===== src/hdl/lmcf_pkg.sv =====
package lmcf_pkg;

  localparam int CHAIN_LENGTH  = 8;
  localparam int PANEL_W       = 32;
  localparam int PANEL_H       = 16;
  localparam int REFRESH_WORDS = 8 * CHAIN_LENGTH;
  localparam int INIT_WORDS    = 5 * CHAIN_LENGTH;
  localparam int FB_DEPTH      = 64;

  typedef enum logic [1:0] {
    OP_PIXEL   = 2'd0,
    OP_CLEAR   = 2'd1,
    OP_REFRESH = 2'd2,
    OP_INIT    = 2'd3
  } lmcf_op_e;

  typedef enum logic {
    ST_IDLE = 1'b0,
    ST_RUN  = 1'b1
  } lmcf_state_e;

  // Driver register addresses used by the setup sequence
  localparam logic [3:0] REG_TEST      = 4'h0F;
  localparam logic [3:0] REG_SHUTDOWN  = 4'h0C;
  localparam logic [3:0] REG_SCAN      = 4'h0B;
  localparam logic [3:0] REG_INTENSITY = 4'h0A;
  localparam logic [3:0] REG_DECODE    = 4'h09;

  typedef struct packed {
    lmcf_op_e   op;
    logic [5:0] idx;
    logic [2:0] bit_sel;
    logic       on;
  } lmcf_cmd_t;

  typedef struct packed {
    logic [3:0] reg_address;
    logic [7:0] reg_data;
    logic       frame_end;
    logic       last;
  } lmcf_word_t;

  function automatic logic [3:0] init_addr(logic [2:0] f);
    logic [3:0] a;
    case (f)
      3'd0:    a = REG_TEST;
      3'd1:    a = REG_SHUTDOWN;
      3'd2:    a = REG_SCAN;
      3'd3:    a = REG_INTENSITY;
      default: a = REG_DECODE;
    endcase
    return a;
  endfunction

  function automatic logic [7:0] init_data(logic [2:0] f);
    logic [7:0] d;
    case (f)
      3'd1:    d = 8'h01;
      3'd2:    d = 8'h07;
      default: d = 8'h00;
    endcase
    return d;
  endfunction

endpackage


===== src/hdl/lmcf_fifo.sv =====
module lmcf_fifo #(
  parameter int WIDTH = 8,
  parameter int DEPTH = 4
) (
  input  logic             clk_i,
  input  logic             rst_ni,
  input  logic             push_i,
  input  logic [WIDTH-1:0] data_i,
  output logic             full_o,
  input  logic             pop_i,
  output logic [WIDTH-1:0] data_o,
  output logic             empty_o,
  output logic [$clog2(DEPTH+1)-1:0] level_o
);

  localparam int PW = (DEPTH > 1) ? $clog2(DEPTH) : 1;
  localparam int LW = $clog2(DEPTH+1);

  logic [WIDTH-1:0] mem_q [DEPTH];
  logic [PW-1:0]    wr_ptr_q, wr_ptr_d, rd_ptr_q, rd_ptr_d;
  logic [LW-1:0]    count_q, count_d;
  logic             do_push, do_pop;

  assign full_o  = (count_q == LW'(DEPTH));
  assign empty_o = (count_q == '0);
  assign level_o = count_q;
  assign data_o  = mem_q[rd_ptr_q];
  assign do_push = push_i && !full_o;
  assign do_pop  = pop_i && !empty_o;

  always_comb begin
    wr_ptr_d = wr_ptr_q;
    rd_ptr_d = rd_ptr_q;
    count_d  = count_q;
    if (do_push) begin
      wr_ptr_d = (wr_ptr_q == PW'(DEPTH-1)) ? '0 : wr_ptr_q + 1'b1;
    end
    if (do_pop) begin
      rd_ptr_d = (rd_ptr_q == PW'(DEPTH-1)) ? '0 : rd_ptr_q + 1'b1;
    end
    if (do_push && !do_pop) begin
      count_d = count_q + 1'b1;
    end else if (do_pop && !do_push) begin
      count_d = count_q - 1'b1;
    end
  end

  always_ff @(posedge clk_i or negedge rst_ni) begin
    if (!rst_ni) begin
      wr_ptr_q <= '0;
      rd_ptr_q <= '0;
      count_q  <= '0;
    end else begin
      wr_ptr_q <= wr_ptr_d;
      rd_ptr_q <= rd_ptr_d;
      count_q  <= count_d;
    end
  end

  always_ff @(posedge clk_i) begin
    if (do_push) begin
      mem_q[wr_ptr_q] <= data_i;
    end
  end

endmodule


===== src/hdl/lmcf_front.sv =====
module lmcf_front #(
  parameter int CMD_DEPTH = 2
) (
  input  logic                clk_i,
  input  logic                rst_ni,
  input  logic                push_i,
  output logic                full_o,
  input  logic [1:0]          command_i,
  input  logic [7:0]          pixel_x_i,
  input  logic [7:0]          pixel_y_i,
  input  logic                pixel_on_i,
  input  logic                cmd_pop_i,
  output logic                cmd_empty_o,
  output lmcf_pkg::lmcf_cmd_t cmd_o
);

  import lmcf_pkg::*;

  localparam int WidthCmd = $bits(lmcf_cmd_t);

  lmcf_cmd_t  dec;
  logic       in_range;
  logic       keep;
  logic [2:0] lx, ly;
  logic [1:0] blk;
  logic [WidthCmd-1:0] q_out;

  assign in_range = (pixel_x_i < 8'(PANEL_W)) && (pixel_y_i < 8'(PANEL_H));
  assign lx  = pixel_x_i[2:0];
  assign ly  = pixel_y_i[2:0];
  assign blk = pixel_x_i[4:3];

  // Map panel coordinates to driver row byte and bit
  always_comb begin
    dec.op = lmcf_op_e'(command_i);
    dec.on = pixel_on_i;
    if (!pixel_y_i[3]) begin
      dec.idx     = {1'b0, blk, ~ly};
      dec.bit_sel = lx;
    end else begin
      dec.idx     = {1'b1, ~blk, ly};
      dec.bit_sel = ~lx;
    end
  end

  // Drop out-of-range pixel writes here; they never reach the back end
  assign keep = (dec.op != OP_PIXEL) || in_range;

  lmcf_fifo #(
    .WIDTH (WidthCmd),
    .DEPTH (CMD_DEPTH)
  ) u_cmd_fifo (
    .clk_i   (clk_i),
    .rst_ni  (rst_ni),
    .push_i  (push_i && keep),
    .data_i  (dec),
    .full_o  (full_o),
    .pop_i   (cmd_pop_i),
    .data_o  (q_out),
    .empty_o (cmd_empty_o),
    .level_o ()
  );

  assign cmd_o = lmcf_cmd_t'(q_out);

endmodule


===== src/hdl/lmcf_back.sv =====
module lmcf_back #(
  parameter int OUT_DEPTH = 4
) (
  input  logic                                clk_i,
  input  logic                                rst_ni,
  input  logic                                cfg_we_i,
  input  logic [3:0]                          cfg_intensity_i,
  input  logic                                cmd_empty_i,
  input  lmcf_pkg::lmcf_cmd_t                 cmd_i,
  output logic                                cmd_pop_o,
  input  logic [$clog2(OUT_DEPTH+1)-1:0]      out_level_i,
  output logic                                word_valid_o,
  output lmcf_pkg::lmcf_word_t                word_o
);

  import lmcf_pkg::*;

  localparam int LW = $clog2(OUT_DEPTH+1);

  lmcf_state_e state_q, state_d;
  logic        refresh_q, refresh_d;
  logic [5:0]  cnt_q, cnt_d;
  logic [3:0]  intensity_q;

  logic [7:0]  fb_mem [FB_DEPTH];
  logic [FB_DEPTH-1:0] fb_vld_q;
  logic        fb_we, fb_clr;
  logic [5:0]  rd_idx;
  logic [7:0]  rd_data_q;
  logic        rd_vld_q;

  logic        issue, last_word;
  logic [2:0]  frame, lane;
  logic        fend;
  logic [3:0]  w_addr;
  logic [7:0]  w_data;

  logic        s_valid_q;
  logic        s_refresh_q;
  logic [3:0]  s_addr_q;
  logic [7:0]  s_data_q;
  logic        s_fend_q, s_last_q;

  assign frame  = cnt_q[5:3];
  assign lane   = cnt_q[2:0];
  assign fend   = (lane == 3'(CHAIN_LENGTH-1));
  // Word i of a frame carries the row of the driver furthest down the chain first
  assign rd_idx = {3'(CHAIN_LENGTH-1) - lane, frame};

  assign issue = (state_q == ST_RUN) &&
                 (({1'b0, out_level_i} + (LW+1)'(s_valid_q)) < (LW+1)'(OUT_DEPTH));

  always_comb begin
    if (refresh_q) begin
      last_word = (cnt_q == 6'(REFRESH_WORDS-1));
      w_addr    = {1'b0, frame} + 4'd1;
      w_data    = '0;
    end else begin
      last_word = (cnt_q == 6'(INIT_WORDS-1));
      w_addr    = init_addr(frame);
      w_data    = (w_addr == REG_INTENSITY) ? {4'd0, intensity_q} : init_data(frame);
    end
  end

  always_comb begin
    state_d   = state_q;
    refresh_d = refresh_q;
    cnt_d     = cnt_q;
    cmd_pop_o = 1'b0;
    fb_we     = 1'b0;
    fb_clr    = 1'b0;
    case (state_q)
      ST_IDLE: begin
        if (!cmd_empty_i) begin
          cmd_pop_o = 1'b1;
          case (cmd_i.op)
            OP_PIXEL: fb_we  = 1'b1;
            OP_CLEAR: fb_clr = 1'b1;
            default: begin
              refresh_d = (cmd_i.op == OP_REFRESH);
              cnt_d     = '0;
              state_d   = ST_RUN;
            end
          endcase
        end
      end
      ST_RUN: begin
        if (issue) begin
          cnt_d = cnt_q + 1'b1;
          if (last_word) begin
            state_d = ST_IDLE;
          end
        end
      end
      default: state_d = ST_IDLE;
    endcase
  end

  always_ff @(posedge clk_i or negedge rst_ni) begin
    if (!rst_ni) begin
      state_q     <= ST_IDLE;
      refresh_q   <= 1'b0;
      cnt_q       <= '0;
      intensity_q <= 4'd2;
      s_valid_q   <= 1'b0;
      fb_vld_q    <= '0;
    end else begin
      state_q   <= state_d;
      refresh_q <= refresh_d;
      cnt_q     <= cnt_d;
      s_valid_q <= issue;
      if (cfg_we_i) begin
        intensity_q <= cfg_intensity_i;
      end
      if (fb_clr) begin
        fb_vld_q <= '0;
      end else if (fb_we) begin
        fb_vld_q[cmd_i.idx] <= 1'b1;
      end
    end
  end

  // Framebuffer: an entry that is not valid reads as zero
  always_ff @(posedge clk_i) begin
    if (fb_we) begin
      if (fb_vld_q[cmd_i.idx]) begin
        fb_mem[cmd_i.idx][cmd_i.bit_sel] <= cmd_i.on;
      end else begin
        fb_mem[cmd_i.idx] <= 8'({7'd0, cmd_i.on} << cmd_i.bit_sel);
      end
    end
    rd_data_q <= fb_mem[rd_idx];
    rd_vld_q  <= fb_vld_q[rd_idx];
  end

  always_ff @(posedge clk_i) begin
    if (issue) begin
      s_refresh_q <= refresh_q;
      s_addr_q    <= w_addr;
      s_data_q    <= w_data;
      s_fend_q    <= fend;
      s_last_q    <= last_word;
    end
  end

  assign word_valid_o       = s_valid_q;
  assign word_o.reg_address = s_addr_q;
  assign word_o.reg_data    = s_refresh_q ? (rd_vld_q ? rd_data_q : 8'd0) : s_data_q;
  assign word_o.frame_end   = s_fend_q;
  assign word_o.last        = s_last_q;

endmodule


===== src/hdl/led_matrix_chain_framebuffer.sv =====
// Framebuffer and word sequencer for a 32x16 LED panel of eight chained 8x8
// matrix drivers. Commands enter through a small command queue; pixel writes
// and clears are handled by the idle back end, and pixel writes outside the
// panel are dropped on entry. A refresh emits 64 chained words (8 frames of 8)
// and an init emits 40 (5 frames of 8), at most one word per cycle, paced by
// room in the result queue; the first word passes the command queue, the
// sequencer state, the word stage registers and the result queue on its way
// to the result ports. Clear takes effect at once through per-row valid
// bits, so there is no clearing pass.
// Write the intensity register only while the block is idle.
module led_matrix_chain_framebuffer #(
  parameter int CMD_DEPTH = 2,
  parameter int OUT_DEPTH = 4
) (
  input  logic       clk_i,
  input  logic       rst_ni,
  input  logic       push,
  output logic       full,
  input  logic [1:0] command_i,
  input  logic [7:0] pixel_x_i,
  input  logic [7:0] pixel_y_i,
  input  logic       pixel_on_i,
  input  logic       cfg_valid_i,
  output logic       cfg_ready_o,
  input  logic [3:0] cfg_intensity_i,
  output logic       empty,
  input  logic       pop,
  output logic [3:0] reg_address_o,
  output logic [7:0] reg_data_o,
  output logic       frame_end_o,
  output logic       last_o
);

  import lmcf_pkg::*;

  localparam int WidthWord = $bits(lmcf_word_t);

  lmcf_cmd_t  cmd;
  logic       cmd_empty, cmd_pop;
  lmcf_word_t word, out_word;
  logic       word_valid;
  logic [$clog2(OUT_DEPTH+1)-1:0] out_level;
  logic [WidthWord-1:0] out_bits;

  assign cfg_ready_o = 1'b1;

  lmcf_front #(
    .CMD_DEPTH (CMD_DEPTH)
  ) u_front (
    .clk_i       (clk_i),
    .rst_ni      (rst_ni),
    .push_i      (push),
    .full_o      (full),
    .command_i   (command_i),
    .pixel_x_i   (pixel_x_i),
    .pixel_y_i   (pixel_y_i),
    .pixel_on_i  (pixel_on_i),
    .cmd_pop_i   (cmd_pop),
    .cmd_empty_o (cmd_empty),
    .cmd_o       (cmd)
  );

  lmcf_back #(
    .OUT_DEPTH (OUT_DEPTH)
  ) u_back (
    .clk_i           (clk_i),
    .rst_ni          (rst_ni),
    .cfg_we_i        (cfg_valid_i),
    .cfg_intensity_i (cfg_intensity_i),
    .cmd_empty_i     (cmd_empty),
    .cmd_i           (cmd),
    .cmd_pop_o       (cmd_pop),
    .out_level_i     (out_level),
    .word_valid_o    (word_valid),
    .word_o          (word)
  );

  lmcf_fifo #(
    .WIDTH (WidthWord),
    .DEPTH (OUT_DEPTH)
  ) u_out_fifo (
    .clk_i   (clk_i),
    .rst_ni  (rst_ni),
    .push_i  (word_valid),
    .data_i  (word),
    .full_o  (),
    .pop_i   (pop),
    .data_o  (out_bits),
    .empty_o (empty),
    .level_o (out_level)
  );

  assign out_word      = lmcf_word_t'(out_bits);
  assign reg_address_o = out_word.reg_address;
  assign reg_data_o    = out_word.reg_data;
  assign frame_end_o   = out_word.frame_end;
  assign last_o        = out_word.last;

endmodule


===== config.mk =====
export PLATFORM = sky130hd
export DESIGN_NAME = led_matrix_chain_framebuffer
export DESIGN_NICKNAME = d
export VERILOG_FILES = /design/src/hdl/lmcf_pkg.sv /design/src/hdl/lmcf_fifo.sv /design/src/hdl/lmcf_front.sv /design/src/hdl/lmcf_back.sv /design/src/hdl/led_matrix_chain_framebuffer.sv
export SDC_FILE = /design/constraint.sdc
export NUM_CORES = 1
export LEC_CHECK = 0
export ABC_AREA = 1
export BUFFER_PORTS_ARGS = -buffer_cell sky130_fd_sc_hd__buf_4
export CORE_MARGIN = 1
export CORE_UTILIZATION = 55
export DETAILED_ROUTE_END_ITERATION = 6
export PLACE_DENSITY = 0.73
export SYNTH_ARGS = -nofsm -noshare
export SYNTH_HDL_FRONTEND = slang
export SYNTH_SLANG_ARGS = --single-unit

===== constraint.sdc =====
create_clock -name clk_i -period 9.74 [get_ports clk_i]
set_clock_uncertainty 0.15 [all_clocks]
set_input_delay 0.974 -clock clk_i [delete_from_list [all_inputs] [get_ports clk_i]]
set_output_delay 0.974 -clock clk_i [all_outputs]
set_load 0.01 [all_outputs]

* After elaboration in Yosys (flattened, before gate mapping)
Memory sizes are Yosys's and may differ from the RTL's. A register that Yosys moved wholly into a read port is not among the register bits. Index checks and enable logic that the tools add are counted.
Word-level totals: memories kept 3, word-level logic and storage cells 170, bits in registers 104, bits in writable memories 592, input port bits 28
Operators by class: eq/ne operators 16, add/subtract/negate cells 12, reductions and logical operators 34, mux-type cells 62, bitwise operators 15, shift operators 1, order comparisons 8
Memory list:
- u_back.fb_mem | words 64, width 8, rd ports 1, clocked after memory_dff 1, write ports 1, line lmcf_back.sv:25 | logic [7:0] fb_mem [FB_DEPTH];
- u_out_fifo.mem_q | words 4, width 14, rd ports 1, clocked after memory_dff 0, write ports 1, line lmcf_fifo.sv:19 | logic [WIDTH-1:0] mem_q [DEPTH];
- u_front.u_cmd_fifo.mem_q | words 2, width 12, rd ports 1, clocked after memory_dff 0, write ports 1, line lmcf_fifo.sv:19
Operators by type and width (count):
- $mux W64 | 2
- $or A64 B64 Y64 | 1
- $mux W1 | 36
- $mux W8 | 3
- $mux W6 | 3
- $lt A6 B7 Y1 const B | 2
- $logic_and A1 B1 Y1 | 13
- $bmux W1 S6 | 2
- $eq A6 B6 Y1 const B | 2
- $mux W4 | 3
- $pmux W3 S4 | 1
- $pmux W6 S2 | 1
- $mux W9 | 1
- $eq A2 B2 Y1 const B | 4
- $logic_not A1 Y1 | 8
- $lt A8 B5 Y1 const B | 1
- $lt A8 B6 Y1 const B | 1
- $mux W2 | 4
- $or A1 B1 Y1 | 8
- $reduce_bool A2 Y1 | 4
- $shl A1 B3 Y8 | 1
- $add A2 B1 Y2 const B | 3
- $add A6 B1 Y6 const B | 1
- $demux W1 S6 | 1
- other kinds (29) | 42

* Longest topological paths before layout
Gate-level depths: netlist of the first run.
word-level depth 9, gate-level depth with buffers 15, gate-level depth less buffers 13

* By module
Synthesis of the first run repeated with hierarchy kept, for this count alone.
Second synthesis, totals: cells, all modules 3338, area, all modules 33433.3 um2
By module, submodules not included:
- lmcf_back | times used 1, sequential area each 17813.3 um2, cells each 2998, area each 29381.9 um2
- lmcf_fifo at u_out_fifo | times used 1, sequential area each 1856.8 um2, cells each 224, area each 2795.2 um2
- lmcf_fifo at u_front.u_cmd_fifo | times used 1, sequential area each 820.8 um2, cells each 94, area each 1119.8 um2
- lmcf_front | times used 1, sequential area each 0.0 um2, cells each 20, area each 125.1 um2
- led_matrix_chain_framebuffer | times used 1, sequential area each 0.0 um2, cells each 2, area each 11.3 um2

* Worst setup path after synthesis of the first run
No wires, ideal clock.
path type reg-to-reg, start register u_front.u_cmd_fifo.rd_ptr_q, end memory u_back.fb_mem[0][0] (data pin), data arrival time 2.646 ns, setup slack 6.588 ns, setup time 0.356 ns, cell stages (with the launch flop) 16, required time 9.234 ns, path through dfrtp_1 -> buf_4 -> inv_2 -> nand2_1 -> nand2_2 -> buf_2 -> nand2_1 -> nand3_1 -> nand2_1 -> o21ai_1 -> nand2_1 -> nor2_4 -> nand2_2 -> nand2_1 -> nand2_2 -> nand2_1
Between the ends: longest elaborated chain between the ends 8, elaborated cells between the ends (all ways) 12
Ends and longest elaborated chain:
- start, declared | line lmcf_fifo.sv:20 | logic [PW-1:0] wr_ptr_q, wr_ptr_d, rd_ptr_q, rd_ptr_d;
- start signal, assigned | line lmcf_fifo.sv:55 | rd_ptr_q <= rd_ptr_d;
- $mem_v2 Z2 W12 *
- parallel branches: the longest is 6 deep, another holds $bmux W1 S6
- $mux W1 (no source line) *
- end, declared | line lmcf_back.sv:25
Every way passes the cells marked *. The select of a mux whose other input is x is not followed.

* Final worst setup path of the first run
start register u_front.u_cmd_fifo.rd_ptr_q, end memory u_back.fb_mem[19][5] (data pin)
The elaborated chain is that of the path after synthesis.

==> results_dict.tcl, run 1 <==
set metrics [dict create \
    status "finished, final reports clean" \
    post-route-cell-area_um2 34300 \
    nNetsFinal 3063 \
    place_hpwl_mm 49.8 \
    numPortBuffers 43 \
    fin_crit_ns 4.39 \
    synth.distinct_cells 43 \
    critPathLaunchType "flop" \
    async_reset_ff_frac 0.126 \
    synthToLayoutAreaGrowth_pct 7.87 \
    gp_congestion 0.946 \
    cts_resized 0 \
    final-hold-violation-count 0 \
    avgRoutedWirePerCell_um 22.5 \
    diodes 0 \
    cts_setup_buffers 0 \
    fp-row-count 87 \
    hold_class "input port to async pin" \
    synthCells 3090 \
    drtIter0Drc 3175 \
    synth_edf_count 603 \
    ff2ff_path_depth 12 \
    max-vdd-ir-drop_uv 222 \
    drtPass1Iterations 6 \
    pre_cts_slack_ns 5.41 \
    die_w_um 242 \
    h-tree-depth 3 \
    multi_input_area_um2 9500 \
    initial_core_util 0.561 \
    fmax_ghz 0.228 \
    vias 23700 \
    cts_inserted_buffers 72 \
    maxCapViolCount 0 \
    finalPower_mw 9.99 \
    synth.cell_area_um2 31800 \
    clkSinkCount 700 \
    cts.clk_slew.worst_paths_ns 0.06 \
    tightest_slew_ns 1.24 \
    worst_slack_ns 5.35 \
    grt_usage 0.293 \
    cts_hold_buf 0 \
    mappedNetlistNets 3132 \
    p_leak_nw 11.2 \
    tns_ns 0 \
    ant_nets 0 \
    relSlewSlack 0.167 \
    gr-total-overflow 0 \
    setup_viol 0 \
    die_y_um 242 \
    synthFlopType "edfxtp_1" \
    rsz0062_at_grt "false" \
    syn_avg_cell_area_um2 10.3 \
    antenna_found_initial 0 \
    power_density_nw_per_um2 291 \
    placed_cell_area_um2 32100 \
    regToRegSetupSlack_ns 5.35 \
    clk_path_buf_depth 3 \
    slew_violations 0 \
    cp-end-kind "flop" \
    ff_latch_area_um2 20500 \
    r2r_end "u_back.fb_mem[19][5]" \
    fillCellCount 4622 \
    routed_wl_mm 86.1 \
    die-area_um2 58800 \
    grt_pass1_vias 22500 \
    viasPerCell 6.19 \
    yosysSeqAreaShare 0.644 \
    grt_pass1_wl_mm 132 \
    root_buffer "clkbuf_16" \
    min_period_over_period 0.451 \
    cp_data_arrival_time_ns 4.46 \
    path_class "flop to flop" \
    r2r_start "u_front.u_cmd_fifo.rd_ptr_q" \
    ios 45 \
    core_um2 56700 \
    yosysWarnings 0 \
    required_ns 9.81 \
    final_util 0.605 \
    drc 0 \
    critPathMaxFanout 64 \
    worstSkewPairLatency_ns 0.62 \
    cts_tree "yes" \
    ys_seq_elements 700 \
    layout-drive-gt1-share 0.0707 \
    grt_max_degree 189 \
]
## registers in the layout, summed over array words and instances, names as in the netlist, 2 cells and up
| signal | cells |
|---|---|
| u_back.cnt_q | 6 |
| u_back.fb_mem | 512 |
| u_back.fb_vld_q | 64 |
| u_back.intensity_q | 4 |
| u_back.rd_data_q | 8 |
| u_back.s_addr_q | 4 |
| u_back.s_data_q | 4 |
| u_front.u_cmd_fifo.level_o | 2 |
| u_front.u_cmd_fifo.mem_q | 24 |
| u_out_fifo.level_o | 3 |
| u_out_fifo.mem_q | 56 |
| u_out_fifo.rd_ptr_q | 2 |
| u_out_fifo.wr_ptr_q | 2 |
## cells by family after synthesis
kind of cell | share of synthesized area
and+or+nand+nor | 0.169
DFF | 0.644
AOI/OAI and AO/OA | 0.117
adders and majority gates | 0.00575
xor gates and xnor gates | 0.00386
buffers and inverters | 0.0579
muxes | 0.00173
other | 0.000118
## synthesized netlist by cell type (13+ instances only)
cell / number / area, µm²
a21oi_1: 100 / 500
buf_6: 48 / 541
clkbuf_1: 135 / 507
dfrtp_1: 87 / 2180
edfxtp_1: 603 / 18100
ha_1: 13 / 163
inv_1: 173 / 649
nand2_1: 216 / 811
nand3_1: 144 / 721
nor2_1: 929 / 3490
o211ai_1: 48 / 360
o21ai_0: 333 / 1670
o221ai_1: 88 / 771
o22ai_1: 55 / 344
## worst max path at each step
stage,end,slack (ns),cells after the start,startpoint
final,u_back.fb_mem[19][5],5.35,12,u_front.u_cmd_fifo.rd_ptr_q
after global routing,u_back.fb_mem[55][4],5.01,13,u_front.u_cmd_fifo.rd_ptr_q
after CTS,u_back.fb_mem[19][4],5.39,12,u_front.u_cmd_fifo.rd_ptr_q
after detailed placement,u_back.fb_mem[48][4],5.41,12,u_front.u_cmd_fifo.rd_ptr_q
after global placement,u_back.fb_mem[0][5],5.71,12,u_front.u_cmd_fifo.rd_ptr_q
after floorplan,u_back.fb_mem[0][0],6.59,15,u_front.u_cmd_fifo.rd_ptr_q
## placed cells by master (no fill, tap or decap), drive strengths merged
cell and instances:
or2 5, o211ai 48, o31ai 1, conb 1, mux2i 1, nor3 9
dfrtp 87, nand3 152, a21oi 100, fa 1, inv 179, nand4 4
nor3b 2, ha 13, o21ai 343, nor4 1, mux2 4, edfxtp 603
nor2 935, xor2 9, dfxtp 9, o221ai 88, nand2 228, a211oi 1
buf 63, xnor2 5, clkinv 23, clkinvlp 2, dfstp 1, clkbuf 95
o22ai 55
## layer usage
metal  part of all wire  vias to the layer above  wire [µm]  global-route usage
met5                  0                        -          0                   0
met4              0.049                        0       4260               0.141
met3              0.099                      268       8500              0.0609
met2               0.48                     1275      40900               0.473
met1               0.38                    11600      32400               0.379
li1                   -                    10600          -                   -
## final cells by class
| class | count | share of cell area |
|---|---|---|
| multi-input combinational | 2006 | 0.277 |
| clock buffer | 95 | 0.0593 |
| tap | 756 | 0.0276 |
| inverter | 178 | 0.0200 |
| clock inverter | 26 | 0.00434 |
| timing repair buffer | 63 | 0.0142 |
| sequential | 700 | 0.598 |
## metrics by stage
step / std cells / hold slack, ns
global route: 3824 / 0.0407
global placement: 3703 / 0.317
detailed placement: 3703 / 0.334
floorplan: 3090 / 0.309
CTS: 3824 / 0.0314
finish: 3824 / 0.0447
## critical path, stage by stage, from the launching register on
cell	delay, ns
dfrtp_1	0.77
inv_2	0.24
nand2_1	0.13
nand2_2	0.37
o211ai_1	0.32
nand4_1	0.12
nand2_1	0.07
nand2_1	0.09
nor2_4	0.28
nand2_2	0.20
nand2_1	0.12
nand2_2	0.15
nand2_2	0.95
## where the power goes
| group | internal (mW) | leakage, nW | total [mW] | switching, mW |
|---|---|---|---|---|
| Sequential | 3.94 | 6.71 | 4.19 | 0.242 |
| Clock | 1.47 | 1.08 | 2.59 | 1.13 |
| Combinational | 0.752 | 3.41 | 3.21 | 2.46 |
Note: power is estimated with default switching activity, not from simulation.
==> inputs of run 2 (changes only) <==
==> constraint.sdc (replaced) <==
create_clock -name clk_i -period 4.5 [get_ports clk_i]
set_clock_uncertainty 0.15 [all_clocks]
set_input_delay 0.45 -clock clk_i [delete_from_list [all_inputs] [get_ports clk_i]]
set_output_delay 0.45 -clock clk_i [all_outputs]
set_load 0.01 [all_outputs]
==> run 2 against run 1 <==
  * The flow now finishes with violations (DRC)
  * Worst hold slack got worse by 0.016 ns
  * Utilization rose by 1.0 points
  * Register-to-register slack got worse by 4.9 ns
  * Cell count rose by 1.3%
  * Routed wire length is 3.1% higher
  * Total power up 120%
  * Setup slack worse by 4.9 ns
  * Critical path depth increased by 2
==> results_dict.tcl, run 2 (synthesized netlist as in run 1, its figures left out) <==
set metrics [dict create \
    layout-drive-gt1-share 0.0751 \
    final-hold-violation-count 0 \
    avgRoutedWirePerCell_um 22.9 \
    relSlewSlack 0.283 \
    hold_class "input port to flop" \
    rsz0062_at_grt "false" \
    gr-total-overflow 0 \
    critPathLaunchType "flop" \
    whs_path_depth 2 \
    cp_data_arrival_time_ns 4.33 \
    status "complete, but fails checks" \
    core_um2 56700 \
    final_util 0.615 \
    min-delay-start "pixel_y_i[0]" \
    vias 24000 \
    fin_crit_ns 4.05 \
    diodes 0 \
    cp-end-kind "flop" \
    ant_nets 0 \
    cts.clk_slew.worst_paths_ns 0.06 \
    routed_wl_mm 88.8 \
    root_buffer "clkbuf_16" \
    drtIter0Drc 3464 \
    violations "DRC" \
    clkSinkCount 700 \
    power_density_nw_per_um2 636 \
    cts_tree "yes" \
    grt_pass1_wl_mm 135 \
    cts_inserted_buffers 73 \
    die_w_um 242 \
    tightest_slew_ns 1.07 \
    maxCapViolCount 0 \
    grt_pass1_vias 23300 \
    initial_core_util 0.561 \
    clk_path_buf_depth 3 \
    cts_resized 0 \
    viasPerCell 6.20 \
    h-tree-depth 3 \
    grt_max_degree 154 \
    tns_ns 0 \
    required_ns 4.78 \
    synthToLayoutAreaGrowth_pct 9.67 \
    numPortBuffers 43 \
    largest_register_ffs 512 \
    gp_congestion 0.947 \
    regToRegSetupSlack_ns 0.45 \
    grt_usage 0.301 \
    r2r_start "u_front.u_cmd_fifo.rd_ptr_q" \
    fp-row-count 87 \
    max-vdd-ir-drop_uv 471 \
    r2r_end "u_back.fb_mem[6][5]" \
    min_delay_worst_endpoint "u_front.u_cmd_fifo.mem_q[0][4]" \
    drtPass1Iterations 7 \
    top_register "u_back.fb_mem" \
    drc 1 \
    cts_setup_buffers 0 \
    top_regs "u_back.fb_mem x512, u_back.fb_vld_q x64, u_out_fifo.mem_q x56" \
    setup_viol 0 \
    worstSkewPairLatency_ns 0.61 \
    nNetsFinal 3103 \
    layout_commonest_cell "nor2_1" \
    place_hpwl_mm 52.8 \
    final_cell_mix "928 x nor2_1, 603 x edfxtp_1, 333 x o21ai_0" \
    slew_violations 0 \
    antenna_found_initial 4 \
    fmax_ghz 0.247 \
    ff2ff_path_depth 14 \
    critPathMaxFanout 37 \
    ios 45 \
    path_class "flop to flop" \
    die-area_um2 58800 \
    p_leak_nw 11.5 \
    min_period_over_period 0.901 \
    die_y_um 242 \
]
[run 2: cell types whose count changed in the layout (fill, tap and decap cells not counted)]
cell / before / now
bufinv_16: 0 / 7
clkinvlp_4: 2 / 3
clkbuf_1: 13 / 20
clkinv_2: 11 / 4
buf_12: 1 / 8
clkbuf_16: 76 / 75
dlygate4sd3_1: 0 / 17
clkbuf_8: 6 / 3
inv_4: 1 / 0
clkinv_1: 11 / 19
clkinv_8: 1 / 0
buf_4: 62 / 77
[run 2: layer usage]
layer	vias up	part of all wire	track usage
li1	10600	-	-
met1	11700	0.37	0.392
met2	1415	0.47	0.486
met3	299	0.11	0.0599
met4	8	0.049	0.146
met5	-	0.00055	0
[run 2: where the power goes]
group,internal [mW],switching (mW)
combinational,1.80,5.46
sequential,8.48,0.508
clock,3.51,2.44
[run 2: worst max path at each step]
stage	start	slack, ns	end	depth (start not counted)
2_1_floorplan	u_front.u_cmd_fifo.rd_ptr_q	1.35	u_back.fb_mem[0][0]	15
3_3_place_gp	u_front.u_cmd_fifo.rd_ptr_q	0.84	u_back.fb_mem[53][5]	13
3_5_place_dp	u_front.u_cmd_fifo.rd_ptr_q	0.62	u_back.fb_mem[49][5]	14
4_1_cts	u_front.u_cmd_fifo.rd_ptr_q	0.57	u_back.fb_mem[6][5]	13
5_1_grt	u_front.u_cmd_fifo.rd_ptr_q	0.15	u_back.fb_mem[59][5]	13
6_report	u_front.u_cmd_fifo.rd_ptr_q	0.45	u_back.fb_mem[6][5]	14
[run 2: layout make-up]
| class | instances | area, µm² |
|---|---|---|
| Inverter | 178 | 686 |
| Tap cell | 756 | 946 |
| Clock inverter | 33 | 339 |
| Timing Repair Buffer | 102 | 908 |
| Clock buffer | 98 | 1990 |
| Sequential cell | 700 | 20500 |
| Fill cell | 4541 | 21800 |
| Multi-Input combinational cell | 2006 | 9500 |
[run 2: per-stage QoR]
step	std cells	power [mW]	hold WS, ns	area [µm²]	setup WS (ns)
floorplan	3090	13.5	0.00441	31800	1.35
global route	3873	23.1	0.0103	34900	0.153
finish	3873	22.2	0.0288	34900	0.445
CTS	3873	22.1	0.00752	34900	0.573
global placement	3725	15.9	0.319	32400	0.843
detailed placement	3725	16.2	0.331	32400	0.621
[run 2: worst max-delay path, stage by stage, from the launching register on]
cell and delay (ns):
dfrtp_1 0.61, inv_2 0.28, nand2_1 0.10, nand2_2 0.50
nand2_1 0.17, nand3_1 0.14, nand2_1 0.06, o21ai_1 0.15
nand2_1 0.12, nor2_4 0.29, nand2_2 0.18, nand2_1 0.11
nand2_2 0.15, nand2_2 0.47, buf_4 0.34
[run 2: repair_timing]
item,CTS,global route
hold buffers,17,0
endpoints found under the setup margin,0,0
endpoints found under the hold margin,73,0
